<file path="src/hdl/lcdns_pkg.sv">
// Shared types, codes and init tables for the character LCD nibble sequencer.
package lcdns_pkg;

    localparam int QUEUE_DEPTH = 4;
    localparam int QUEUE_AW    = $clog2(QUEUE_DEPTH);

    localparam int INIT_STEPS  = 14;
    localparam int STEP_W      = $clog2(INIT_STEPS);

    localparam logic [7:0]  CURSOR_BASE   = 8'h80;
    localparam logic [7:0]  LINE2_OFFSET  = 8'h40;
    localparam logic [7:0]  CLEAR_CMD     = 8'h01;

    localparam logic [15:0] CHAR_DELAY_RST    = 16'd40;
    localparam logic [15:0] COMMAND_DELAY_RST = 16'd40;
    localparam logic [15:0] CLEAR_DELAY_RST   = 16'd1640;

    typedef enum logic [2:0] {
        ACT_INIT   = 3'd0,
        ACT_RAW    = 3'd1,
        ACT_CHAR   = 3'd2,
        ACT_CLEAR  = 3'd3,
        ACT_CURSOR = 3'd4
    } action_t;

    typedef enum logic [1:0] {
        REG_CHAR_DELAY    = 2'd0,
        REG_COMMAND_DELAY = 2'd1,
        REG_CLEAR_DELAY   = 2'd2
    } cfg_index_t;

    typedef struct packed {
        logic [15:0] char_delay;
        logic [15:0] command_delay;
        logic [15:0] clear_delay;
    } cfg_t;

    // One queued request: either the whole init sequence or one byte
    typedef struct packed {
        logic        is_init;
        logic        rs;
        logic [7:0]  data_val;
        logic [15:0] delay;
    } entry_t;

    typedef struct packed {
        logic full;
        logic empty;
    } queue_status_t;

    // Nibble sent at each step of the power-up sequence
    function automatic logic [3:0] init_nibble(input logic [STEP_W-1:0] step);
        logic [3:0] nib;
        unique case (step)
            4'd0, 4'd1, 4'd2: nib = 4'h3;
            4'd3:             nib = 4'h2;
            4'd4:             nib = 4'h2;
            4'd5:             nib = 4'hB;
            4'd6:             nib = 4'h0;
            4'd7:             nib = 4'h8;
            4'd8:             nib = 4'h0;
            4'd9:             nib = 4'h1;
            4'd10:            nib = 4'h0;
            4'd11:            nib = 4'h6;
            4'd12:            nib = 4'h0;
            4'd13:            nib = 4'hC;
            default:          nib = 4'h0;
        endcase
        return nib;
    endfunction

    // Idle wait ahead of the first three wake-up nibbles
    function automatic logic [13:0] init_wait_before(input logic [STEP_W-1:0] step);
        logic [13:0] w;
        unique case (step)
            4'd0:    w = 14'd15000;
            4'd1:    w = 14'd4100;
            4'd2:    w = 14'd100;
            default: w = 14'd0;
        endcase
        return w;
    endfunction

    // Steps that carry the clear display byte
    function automatic logic init_is_clear(input logic [STEP_W-1:0] step);
        return (step == 4'd8) || (step == 4'd9);
    endfunction

endpackage

</file>
<file path="src/hdl/lcdns_front.sv">
// Front end: configuration registers and request classification into queue entries.
module lcdns_front
    import lcdns_pkg::*;
(
    input  logic        clk,
    input  logic        rst_n,
    input  logic        cfg_wr_en,
    input  logic [1:0]  cfg_index,
    input  logic [15:0] cfg_wdata,
    input  logic        s_tvalid,
    output logic        s_tready,
    input  logic [31:0] s_tdata,
    input  logic [3:0]  s_tuser,
    input  queue_status_t q_status,
    output logic        push,
    output entry_t      push_entry,
    output cfg_t        cfg
);

    logic [15:0] char_delay_reg;
    logic [15:0] command_delay_reg;
    logic [15:0] clear_delay_reg;

    logic [7:0]  data_byte;
    logic [15:0] delay_us;
    logic [5:0]  column;
    logic        second_line;
    logic        register_select;
    action_t     action;
    logic        valid_action;
    logic [7:0]  cursor_addr;

    // Write configuration registers
    always_ff @(posedge clk or negedge rst_n)
    begin
        if (!rst_n)
        begin
            char_delay_reg    <= CHAR_DELAY_RST;
            command_delay_reg <= COMMAND_DELAY_RST;
            clear_delay_reg   <= CLEAR_DELAY_RST;
        end
        else if (cfg_wr_en)
        begin
            unique case (cfg_index_t'(cfg_index))
                REG_CHAR_DELAY:    char_delay_reg    <= cfg_wdata;
                REG_COMMAND_DELAY: command_delay_reg <= cfg_wdata;
                REG_CLEAR_DELAY:   clear_delay_reg   <= cfg_wdata;
                default:           ;
            endcase
        end
    end

    assign cfg = '{char_delay: char_delay_reg,
                   command_delay: command_delay_reg,
                   clear_delay: clear_delay_reg};

    // Unpack the request
    assign action          = action_t'(s_tuser[2:0]);
    assign register_select = s_tuser[3];
    assign data_byte       = s_tdata[7:0];
    assign delay_us        = s_tdata[23:8];
    assign column          = s_tdata[29:24];
    assign second_line     = s_tdata[30];

    assign cursor_addr = CURSOR_BASE + {2'b00, column} + (second_line ? LINE2_OFFSET : 8'h00);

    // Classify the request into an init run or a single byte
    always_comb
    begin
        valid_action        = 1'b1;
        push_entry.is_init  = 1'b0;
        push_entry.rs       = 1'b0;
        push_entry.data_val = data_byte;
        push_entry.delay    = command_delay_reg;
        unique case (action)
            ACT_INIT:
            begin
                push_entry.is_init = 1'b1;
            end
            ACT_RAW:
            begin
                push_entry.rs    = register_select;
                push_entry.delay = delay_us;
            end
            ACT_CHAR:
            begin
                push_entry.rs    = 1'b1;
                push_entry.delay = char_delay_reg;
            end
            ACT_CLEAR:
            begin
                push_entry.data_val = CLEAR_CMD;
                push_entry.delay    = clear_delay_reg;
            end
            ACT_CURSOR:
            begin
                push_entry.data_val = cursor_addr;
            end
            default:
            begin
                valid_action = 1'b0;
            end
        endcase
    end

    // Take requests while the queue has room; drop unused action codes
    assign s_tready = !q_status.full;
    assign push     = s_tvalid && s_tready && valid_action;

endmodule

</file>
<file path="src/hdl/lcdns_queue.sv">
// Short request queue between the front end and the nibble sequencer.
module lcdns_queue
    import lcdns_pkg::*;
(
    input  logic          clk,
    input  logic          rst_n,
    input  logic          push,
    input  entry_t        push_entry,
    input  logic          pop,
    output entry_t        head,
    output queue_status_t q_status
);

    entry_t              slots [QUEUE_DEPTH];
    logic [QUEUE_AW-1:0] wr_ptr_reg;
    logic [QUEUE_AW-1:0] rd_ptr_reg;
    logic [QUEUE_AW:0]   count_reg;
    logic                do_push;
    logic                do_pop;

    assign q_status.full  = (count_reg == QUEUE_AW'(0) + (QUEUE_AW+1)'(QUEUE_DEPTH));
    assign q_status.empty = (count_reg == '0);

    assign do_push = push && !q_status.full;
    assign do_pop  = pop && !q_status.empty;

    // Store entries
    always_ff @(posedge clk)
    begin
        if (do_push)
        begin
            slots[wr_ptr_reg] <= push_entry;
        end
    end

    // Advance pointers and the fill count
    always_ff @(posedge clk or negedge rst_n)
    begin
        if (!rst_n)
        begin
            wr_ptr_reg <= '0;
            rd_ptr_reg <= '0;
            count_reg  <= '0;
        end
        else
        begin
            if (do_push)
            begin
                wr_ptr_reg <= wr_ptr_reg + 1'b1;
            end
            if (do_pop)
            begin
                rd_ptr_reg <= rd_ptr_reg + 1'b1;
            end
            if (do_push && !do_pop)
            begin
                count_reg <= count_reg + 1'b1;
            end
            else if (do_pop && !do_push)
            begin
                count_reg <= count_reg - 1'b1;
            end
        end
    end

    assign head = slots[rd_ptr_reg];

endmodule

</file>
<file path="src/hdl/lcdns_back.sv">
// Back end: steps through the head request and drives one nibble transaction per cycle while the output is not stalled.
module lcdns_back
    import lcdns_pkg::*;
(
    input  logic          clk,
    input  logic          rst_n,
    input  cfg_t          cfg,
    input  entry_t        head,
    input  queue_status_t q_status,
    output logic          pop,
    output logic          m_tvalid,
    input  logic          m_tready,
    output logic [39:0]   m_tdata,
    output logic          m_tuser,
    output logic          m_tlast
);

    logic [STEP_W-1:0] step_reg;
    logic [STEP_W-1:0] step_next;
    logic              m_tvalid_reg;
    logic              m_tvalid_next;
    logic              rs_reg;
    logic [3:0]        nibble_reg;
    logic [13:0]       wait_before_reg;
    logic [15:0]       wait_after_reg;
    logic              last_reg;

    logic              advance;
    logic              rs_c;
    logic [3:0]        nibble_c;
    logic [13:0]       wait_before_c;
    logic [15:0]       wait_after_c;
    logic              last_c;

    assign advance = !q_status.empty && (!m_tvalid_reg || m_tready);

    // Build the nibble for the current step
    always_comb
    begin
        if (head.is_init)
        begin
            rs_c          = 1'b0;
            nibble_c      = init_nibble(step_reg);
            wait_before_c = init_wait_before(step_reg);
            wait_after_c  = init_is_clear(step_reg) ? cfg.clear_delay : cfg.command_delay;
            last_c        = (step_reg == STEP_W'(INIT_STEPS - 1));
        end
        else
        begin
            rs_c          = head.rs;
            nibble_c      = step_reg[0] ? head.data_val[3:0] : head.data_val[7:4];
            wait_before_c = 14'd0;
            wait_after_c  = head.delay;
            last_c        = step_reg[0];
        end
    end

    // Step and output valid next state
    always_comb
    begin
        step_next     = step_reg;
        m_tvalid_next = m_tvalid_reg;
        if (advance)
        begin
            step_next     = last_c ? '0 : step_reg + 1'b1;
            m_tvalid_next = 1'b1;
        end
        else if (m_tready)
        begin
            m_tvalid_next = 1'b0;
        end
    end

    assign pop = advance && last_c;

    // Hold control state
    always_ff @(posedge clk or negedge rst_n)
    begin
        if (!rst_n)
        begin
            step_reg     <= '0;
            m_tvalid_reg <= 1'b0;
        end
        else
        begin
            step_reg     <= step_next;
            m_tvalid_reg <= m_tvalid_next;
        end
    end

    // Load the output register
    always_ff @(posedge clk)
    begin
        if (advance)
        begin
            rs_reg          <= rs_c;
            nibble_reg      <= nibble_c;
            wait_before_reg <= wait_before_c;
            wait_after_reg  <= wait_after_c;
            last_reg        <= last_c;
        end
    end

    assign m_tvalid = m_tvalid_reg;
    assign m_tdata  = {6'd0, wait_after_reg, wait_before_reg, nibble_reg};
    assign m_tuser  = rs_reg;
    assign m_tlast  = last_reg;

endmodule

</file>
<file path="src/hdl/char_lcd_nibble_sequencer.sv">
// Top level of the character LCD nibble sequencer.
//
// Requests enter on the s_ stream: tuser carries the action code and the
// raw-write register select, tdata the byte, raw delay, column and line flag.
// Each request becomes nibble transactions on the m_ stream, upper nibble
// first, with tlast on the final one; tuser carries the RS level and tdata the
// nibble and the waits before and after the enable pulse.
// A request passes the queue, then the output register, to its first nibble.
// The output register gives one nibble per cycle while m_tready holds, so byte
// requests (raw, character, clear, cursor) are 2 nibbles and init is 14.
// Unused action codes are accepted and produce nothing.
// A four-entry request queue decouples input from output: requests keep being
// taken while the receiver stalls, until the queue fills and s_tready drops.
// A stalled nibble holds on m_ until taken. Reset clears the queue and output
// valid and loads the delay registers with 40, 40 and 1640 us. The user must
// write configuration only while the block is idle; the block does not check.
module char_lcd_nibble_sequencer
    import lcdns_pkg::*;
(
    input  logic        clk,
    input  logic        rst_n,
    input  logic        cfg_wr_en,
    input  logic [1:0]  cfg_index,
    input  logic [15:0] cfg_wdata,
    input  logic        s_tvalid,
    output logic        s_tready,
    input  logic [31:0] s_tdata,   // data_byte[7:0], delay_us[23:8], column[29:24],
                                   // second_line[30], zero[31]
    input  logic [3:0]  s_tuser,   // action[2:0], register_select[3]
    output logic        m_tvalid,
    input  logic        m_tready,
    output logic [39:0] m_tdata,   // nibble[3:0], wait_before_us[17:4],
                                   // wait_after_us[33:18], zero[39:34]
    output logic        m_tuser,   // rs_level[0]
    output logic        m_tlast
);

    cfg_t          cfg;
    entry_t        push_entry;
    entry_t        head;
    queue_status_t q_status;
    logic          push;
    logic          pop;

    lcdns_front u_front (
        .clk        (clk),
        .rst_n      (rst_n),
        .cfg_wr_en  (cfg_wr_en),
        .cfg_index  (cfg_index),
        .cfg_wdata  (cfg_wdata),
        .s_tvalid   (s_tvalid),
        .s_tready   (s_tready),
        .s_tdata    (s_tdata),
        .s_tuser    (s_tuser),
        .q_status   (q_status),
        .push       (push),
        .push_entry (push_entry),
        .cfg        (cfg)
    );

    lcdns_queue u_queue (
        .clk        (clk),
        .rst_n      (rst_n),
        .push       (push),
        .push_entry (push_entry),
        .pop        (pop),
        .head       (head),
        .q_status   (q_status)
    );

    lcdns_back u_back (
        .clk      (clk),
        .rst_n    (rst_n),
        .cfg      (cfg),
        .head     (head),
        .q_status (q_status),
        .pop      (pop),
        .m_tvalid (m_tvalid),
        .m_tready (m_tready),
        .m_tdata  (m_tdata),
        .m_tuser  (m_tuser),
        .m_tlast  (m_tlast)
    );

endmodule

</file>
<file path="config.mk">
export PLATFORM = sky130hd
export DESIGN_NAME = char_lcd_nibble_sequencer
export DESIGN_NICKNAME = d
export VERILOG_FILES = /design/src/hdl/lcdns_pkg.sv /design/src/hdl/lcdns_front.sv /design/src/hdl/lcdns_queue.sv /design/src/hdl/lcdns_back.sv /design/src/hdl/char_lcd_nibble_sequencer.sv
export SDC_FILE = /design/constraint.sdc
export NUM_CORES = 1
export LEC_CHECK = 0
export ABC_CLOCK_PERIOD_IN_PS = 2800
export BUFFER_PORTS_ARGS = -buffer_cell sky130_fd_sc_hd__buf_4
export CORE_AREA = 4 4 189 191
export CTS_CLUSTER_DIAMETER = 100
export DETAILED_ROUTE_END_ITERATION = 8
export DIE_AREA = 0 0 193 195
export PLACE_DENSITY_LB_ADDON = 0.1
export SYNTH_ARGS = -nofsm -noshare
export SYNTH_HDL_FRONTEND = slang
export SYNTH_SLANG_ARGS = --single-unit
</file>
<file path="constraint.sdc">
create_clock -name clk -period 2.8 [get_ports clk]
set_input_delay 0.28 -clock clk [delete_from_list [all_inputs] [get_ports clk]]
set_output_delay 0.28 -clock clk [all_outputs]
set_load 0.02 [all_outputs]
</file>
# Yosys cells after proc, flatten, opt, wreduce, memory -nomap -nowiden
# Memories as Yosys holds them, arrays and structs flattened.
# Index checks and enable logic that the tools add are counted.
# totals
regBits,96
word_cells,78
rom_bits,64
output_inout_bits,44
input_bits,59
mem_count,2
ram_bits,104
# mem_list
name,words,width,rd,rd_ports_with_merged_regs,wr,line,text
u_queue.slots,4,26,1,0,1,lcdns_queue.sv:14,entry_t slots [QUEUE_DEPTH];
(name not given),16,4,1,0,0,lcdns_pkg.sv:54,unique case (step)
# op_classes
eq_ne,12
n_reduce_logical,25
n_mux,19
addsub,7
# ops
op,n
16-bit case mux with 3 select lines,1
14-bit case mux with 3 select lines,1
16-bit two-way mux,2
8-bit case mux with 2 select lines,1
4-bit == test (second input constant),3
4-bit two-way mux,3
8-bit by 6-bit adder with 8-bit output (first input constant),1
8-bit adder,1
1-bit logical AND,8
1-bit two-way mux,7
7-bit two-way mux,1
3-bit by 2-bit == test with 1-bit output (second input constant),2
3-bit == test (second input constant),2
3-bit zero test,2
3-bit two-way mux,2
2-bit AND reduction,3
1-bit zero test,5
5-bit OR reduction,1
2-bit by 1-bit adder with 2-bit output (second input constant),2
4-bit by 1-bit adder with 4-bit output (second input constant),1
4-bit by 1-bit == test with 1-bit output (second input constant),1
4-bit by 2-bit == test with 1-bit output (second input constant),1
4-bit zero test,1
2-bit nonzero test,2
8 further kinds,9

# Depth between registers and ports, before layout
# depth
word_depth,9
ltp_mapped,11
mapped_depth_nobuf,11

# Cells and area by module
# From an unflattened synthesis, not the netlist that was laid out.
# unflattened
cells_unflattened,591
hier_area_um2,8703.3
# by_module_without_submodules
mod,n_inst,seq_area_each_um2,cells_each,area_per_inst_um2
lcdns_queue,1,3298.2,172,4230.3
lcdns_front,1,1212.4,234,2667.6
lcdns_back,1,905.9,185,1805.5

# Worst setup path after synthesis
# No wires, ideal clock.
# synth_path
path_kind,register to register
start,reg u_queue.count_reg[0]
end,reg u_queue.count_reg[1]
period_less_slack_ns,2.561
setup_time_ns,0.125
required_time_ns,2.675
path_stages_with_launch,9
arrival_ns,2.437
path_buffers,0
slack_ns,0.239
cell_sequence,dfrtp_1 -> nor3_1 -> a21o_1 -> inv_1 -> nand2_1 -> ha_1 -> inv_1 -> fa_1 -> mux2_2
# synth_between
elab_chain_cells,8
elab_cells_between_ends,19
cone_classes,add/sub: 2; eq/ne: 1; mux: 2; reduce/logical: 14
# synth_rtl
element,line,text
from (decl),lcdns_queue.sv:17,logic [QUEUE_AW:0] count_reg;
from (signal assigned),lcdns_queue.sv:57,count_reg <= count_reg + 1'b1;
from (signal assigned),lcdns_queue.sv:61,count_reg <= count_reg - 1'b1;
3-bit zero test (*),lcdns_queue.sv:22,assign q_status.empty = (count_reg == '0);
1-bit zero test (*),lcdns_back.sv:35,assign advance = !q_status.empty && (!m_tvalid_reg || m_tready);
1-bit logical AND (*),lcdns_back.sv:35,
named net u_back.advance,lcdns_back.sv:28,logic advance;
1-bit logical AND (*),lcdns_back.sv:74,assign pop = advance && last_c;
1-bit logical AND (*),lcdns_queue.sv:25,assign do_pop = pop && !q_status.empty;
1-bit zero test,lcdns_queue.sv:55,if (do_push && !do_pop)
1-bit logical AND,lcdns_queue.sv:55,
3-bit two-way mux / 2-bit nonzero test (equally long branches),n/a,
# Mark *: on every way through the listed nets, which the timed path passes. The rest lies on a longest branch. The select of a mux whose other input is x is not followed.
# A chain may end at the register's enable or synchronous reset.

# Worst setup path in the final report
# layout_path
start,reg u_back.step_reg[1]
end,reg u_queue.count_reg[1]
# layout_between
elab_chain_cells,7
elab_cells_between_ends,9
cone_classes,eq/ne: 1; mux: 2; reduce/logical: 6
# layout_rtl
element,line,text
from (decl),lcdns_back.sv:18,logic [STEP_W-1:0] step_reg;
from (signal assigned),lcdns_back.sv:86,step_reg <= step_next;
4-bit == test (*),lcdns_back.sv:46,last_c = (step_reg == STEP_W'(INIT_STEPS - 1));
1-bit two-way mux (*),lcdns_back.sv:40,if (head.is_init)
named net u_back.last_c,lcdns_back.sv:33,logic last_c;
1-bit logical AND (*),lcdns_back.sv:74,
1-bit logical AND (*),lcdns_queue.sv:25,
1-bit zero test,lcdns_queue.sv:55,
1-bit logical AND,lcdns_queue.sv:55,
3-bit two-way mux / 2-bit nonzero test (equally long branches),n/a,
# Mark *: on every way through the listed nets, which the timed path passes. The rest lies on a longest branch.

==> impl_metrics.env <==
export IMPL_antenna_diode_count=0
export IMPL_antenna_found_initial=0
export IMPL_drtPass1Iterations=5
export IMPL_io_buffer_count=91
export IMPL_fmax_ghz=0.402
export IMPL_synth_seq_cells=190
export IMPL_dpl_hpwl_mm=14.3
export IMPL_switching_share=0.331
export IMPL_synth_edf_count=130
export IMPL_crit_chain="inv_1 > ha_1 > nand3_1 > mux2i_4 > nand2_1 > ha_1 > inv_1 > fa_1 > mux2_2"
export IMPL_worstSetupPathType="reg -> reg"
export IMPL_vias=4853
export IMPL_synthToLayoutAreaGrowth_pct=20.7
export IMPL_hold_viol=0
export IMPL_grt_max_degree=61
export IMPL_final_setup_tns_ns=0
export IMPL_final_period_utilization=0.889
export IMPL_clkLatencyLatePin_ns=0.43
export IMPL_crit_path_start_kind="register"
export IMPL_ir_drop_v=0.000429
export IMPL_die_h_um=195
export IMPL_ys_warn_count=0
export IMPL_syn_mean_instance_area_sq_um=15.1
export IMPL_min_path_type="in -> reg"
export IMPL_cts_root_buf="clkbuf_16"
export IMPL_synth_flop_cell="edfxtp_1"
export IMPL_cp_slowest_stage_delay_ns=0.42
export IMPL_slowest_stage="dfrtp_1"
export IMPL_yosysMostFrequentCell="edfxtp_1"
export IMPL_comb_power_share=0.327
export IMPL_netlist_instances=559
export IMPL_synthTopCellsByCount="edfxtp_1, mux2_2, dfrtp_1"
export IMPL_syn_area_sq_um=8450
export IMPL_wl_per_cell_um=19.6
export IMPL_synth_top_family_by_area="multiplexers"
export IMPL_async_reset_ff_frac=0.316
export IMPL_grt_ovfl_total=0
export IMPL_largest_register="u_queue.slots"
export IMPL_status="completed"
export IMPL_crit_arrival_ns=2.80
export IMPL_slew_violations=0
export IMPL_post_synth_top_area_fraction=0.462
export IMPL_largest_reg_flops=104
export IMPL_drt_iter0_markers=311
export IMPL_fin_skew_ns=0.0122
export IMPL_layout_min_cycle_time_ns=2.49
export IMPL_p_clk_frac=0.242
export IMPL_synth_xor_area_share=0.00622
export IMPL_p_per_area_nw_per_um2=944
export IMPL_switching_power_uw=3190
export IMPL_finalSetupViolations=0
export IMPL_grt_pass1_wl_mm=33.5
export IMPL_initial_utilization=0.248
export IMPL_drc=0
export IMPL_crit_path_end_kind="register"
export IMPL_cts_tree="yes"
export IMPL_coreArea_sq_um=34100
export IMPL_post_cts_buffers=0
export IMPL_numCtsBuffers=17
export IMPL_nNetsFinal=719
export IMPL_synthTopCellsByArea="edfxtp_1, dfrtp_1, mux2_2"
export IMPL_cp_num_buf_inv=2
export IMPL_drt_wl_total_mm=21.9
export IMPL_yosys_area_share_adder=0.0172
export IMPL_p_total_uw=9630
export IMPL_synth_simple_area_share=0.0536
export IMPL_die_w_um=193
export IMPL_cts_buffer_depth=2
export IMPL_ant_nets=0
export IMPL_max_slew_margin=0.415
export IMPL_clock_sinks=190
export IMPL_drive_above_1_share=0.369
export IMPL_path_delay_family="adder cells"
export IMPL_io_pins=103
export IMPL_maxCapViolCount=0
export IMPL_path_max_fanout=7
export IMPL_synth_cell_types=42
export IMPL_synth_mux_area_frac=0.186
export IMPL_htreeDepth=4
export IMPL_rows=68
export IMPL_seq_area_frac_synth=0.641
export IMPL_rsz0062_at_grt="no"
export IMPL_leakagePower_uw=0.00372
export IMPL_synth_compound_area_share=0.0612
export IMPL_tightest_slew_ns=0.877
export IMPL_grtUsageTotal=0.120
export IMPL_required_ns=3.12
export IMPL_synth_top_area_cell="edfxtp_1"
export IMPL_p_seq_frac=0.431
export IMPL_dieArea_sq_um=37600
export IMPL_grt_pass1_vias=5283
export IMPL_gp_congestion=0.683
export IMPL_power_internal_uw=6440
export IMPL_via_per_inst=4.34
export IMPL_cts_clk_slew_worst_paths_ns=0.08
## layout by cell type (no fill, tap or decap), drive strengths merged, types with 18 or more instances in the layout
| cell type | count |
|---|---|
| mux2i | 25 |
| a21oi | 40 |
| dfrtp | 51 |
| nor2 | 30 |
| nand2 | 18 |
| o21ai | 20 |
| buf | 109 |
| mux2 | 64 |
| mux4 | 26 |
| edfxtp | 130 |
## stage by stage
stage	util	hold slack, ns	std cells	area [sq um]	setup slack, ns
floorplan	-	-0.0156	568	8480	0.239
global placement	0.282	0.436	1084	9630	0.360
detailed placement	0.282	0.445	1084	9630	0.314
CTS	0.299	0.0725	1117	10200	0.282
global route	0.299	0.0815	1117	10200	0.174
finish	0.299	0.0971	1117	10200	0.312
## power groups by stage
| stage | registers [uW] | logic (uW) | clock network, uW |
|---|---|---|---|
| after floorplan | 4360 | 1950 | 0 |
| after global placement | 4190 | 3210 | 0 |
| after detailed placement | 4220 | 3260 | 0 |
| after CTS | 4170 | 3270 | 2410 |
| after global routing | 4220 | 3490 | 2550 |
| final | 4150 | 3150 | 2330 |
## layer usage
| metal | vias to the layer above | routed length, um | track usage |
|---|---|---|---|
| met5 | - | 0 | 0 |
| met4 | 0 | 214 | 0.0294 |
| met3 | 12 | 919 | 0.0252 |
| met2 | 104 | 11000 | 0.201 |
| met1 | 2480 | 9860 | 0.160 |
| li1 | 2257 | - | - |
## worst reg2reg max path: cells and delay by family, from the launching register on
kind / cells / cell delay, ns
adders and majority gates: 3 / 0.91
and+or+nand+nor: 2 / 0.30
DFF: 1 / 0.42
buffers and inverters: 2 / 0.18
muxes: 2 / 0.56
## cell families (layout without fill, tap and decap cells)
kind of cell / Yosys count / after routing
DFF: 190 / 190
and+or+nand+nor: 91 / 91
other: 1 / 10
AOI/OAI and AO/OA: 89 / 89
buffers and inverters: 56 / 150
adders and majority gates: 11 / 11
muxes: 115 / 115
xor gates and xnor gates: 6 / 6
## final cells by class
cell class                 instances  area, sq um
clock inverter                    15          136
inverter                           8         30.0
timing repair buffer             110          841
clock buffer                      17          425
fill                            3413        23900
sequential                       190         5420
tap                              455          569
multi-input combinational        322         2780
## timing repair
action	4_1_cts	5_1_grt
hold endpoints to repair	36	0
gates resized for setup	0	0
setup endpoints to repair	0	0
hold buffers	1	0
## final timing paths
check	to	slack (ns)	depth (start not counted)	start
setup / recovery	u_queue.count_reg[1]	0.31	9	u_back.step_reg[1]
hold / removal	u_back.m_tvalid	0.1	4	m_tready
setup reg to reg	u_queue.count_reg[1]	0.31	9	u_back.step_reg[1]
hold reg to reg	u_back.m_tvalid	0.51	2	u_back.m_tvalid
max in group asynchronous	u_front.command_delay_reg[4]	1.71	2	rst_n
min in group asynchronous	u_back.m_tvalid	0.48	2	rst_n
No activity file was read; power rests on OpenSTA's default activity.
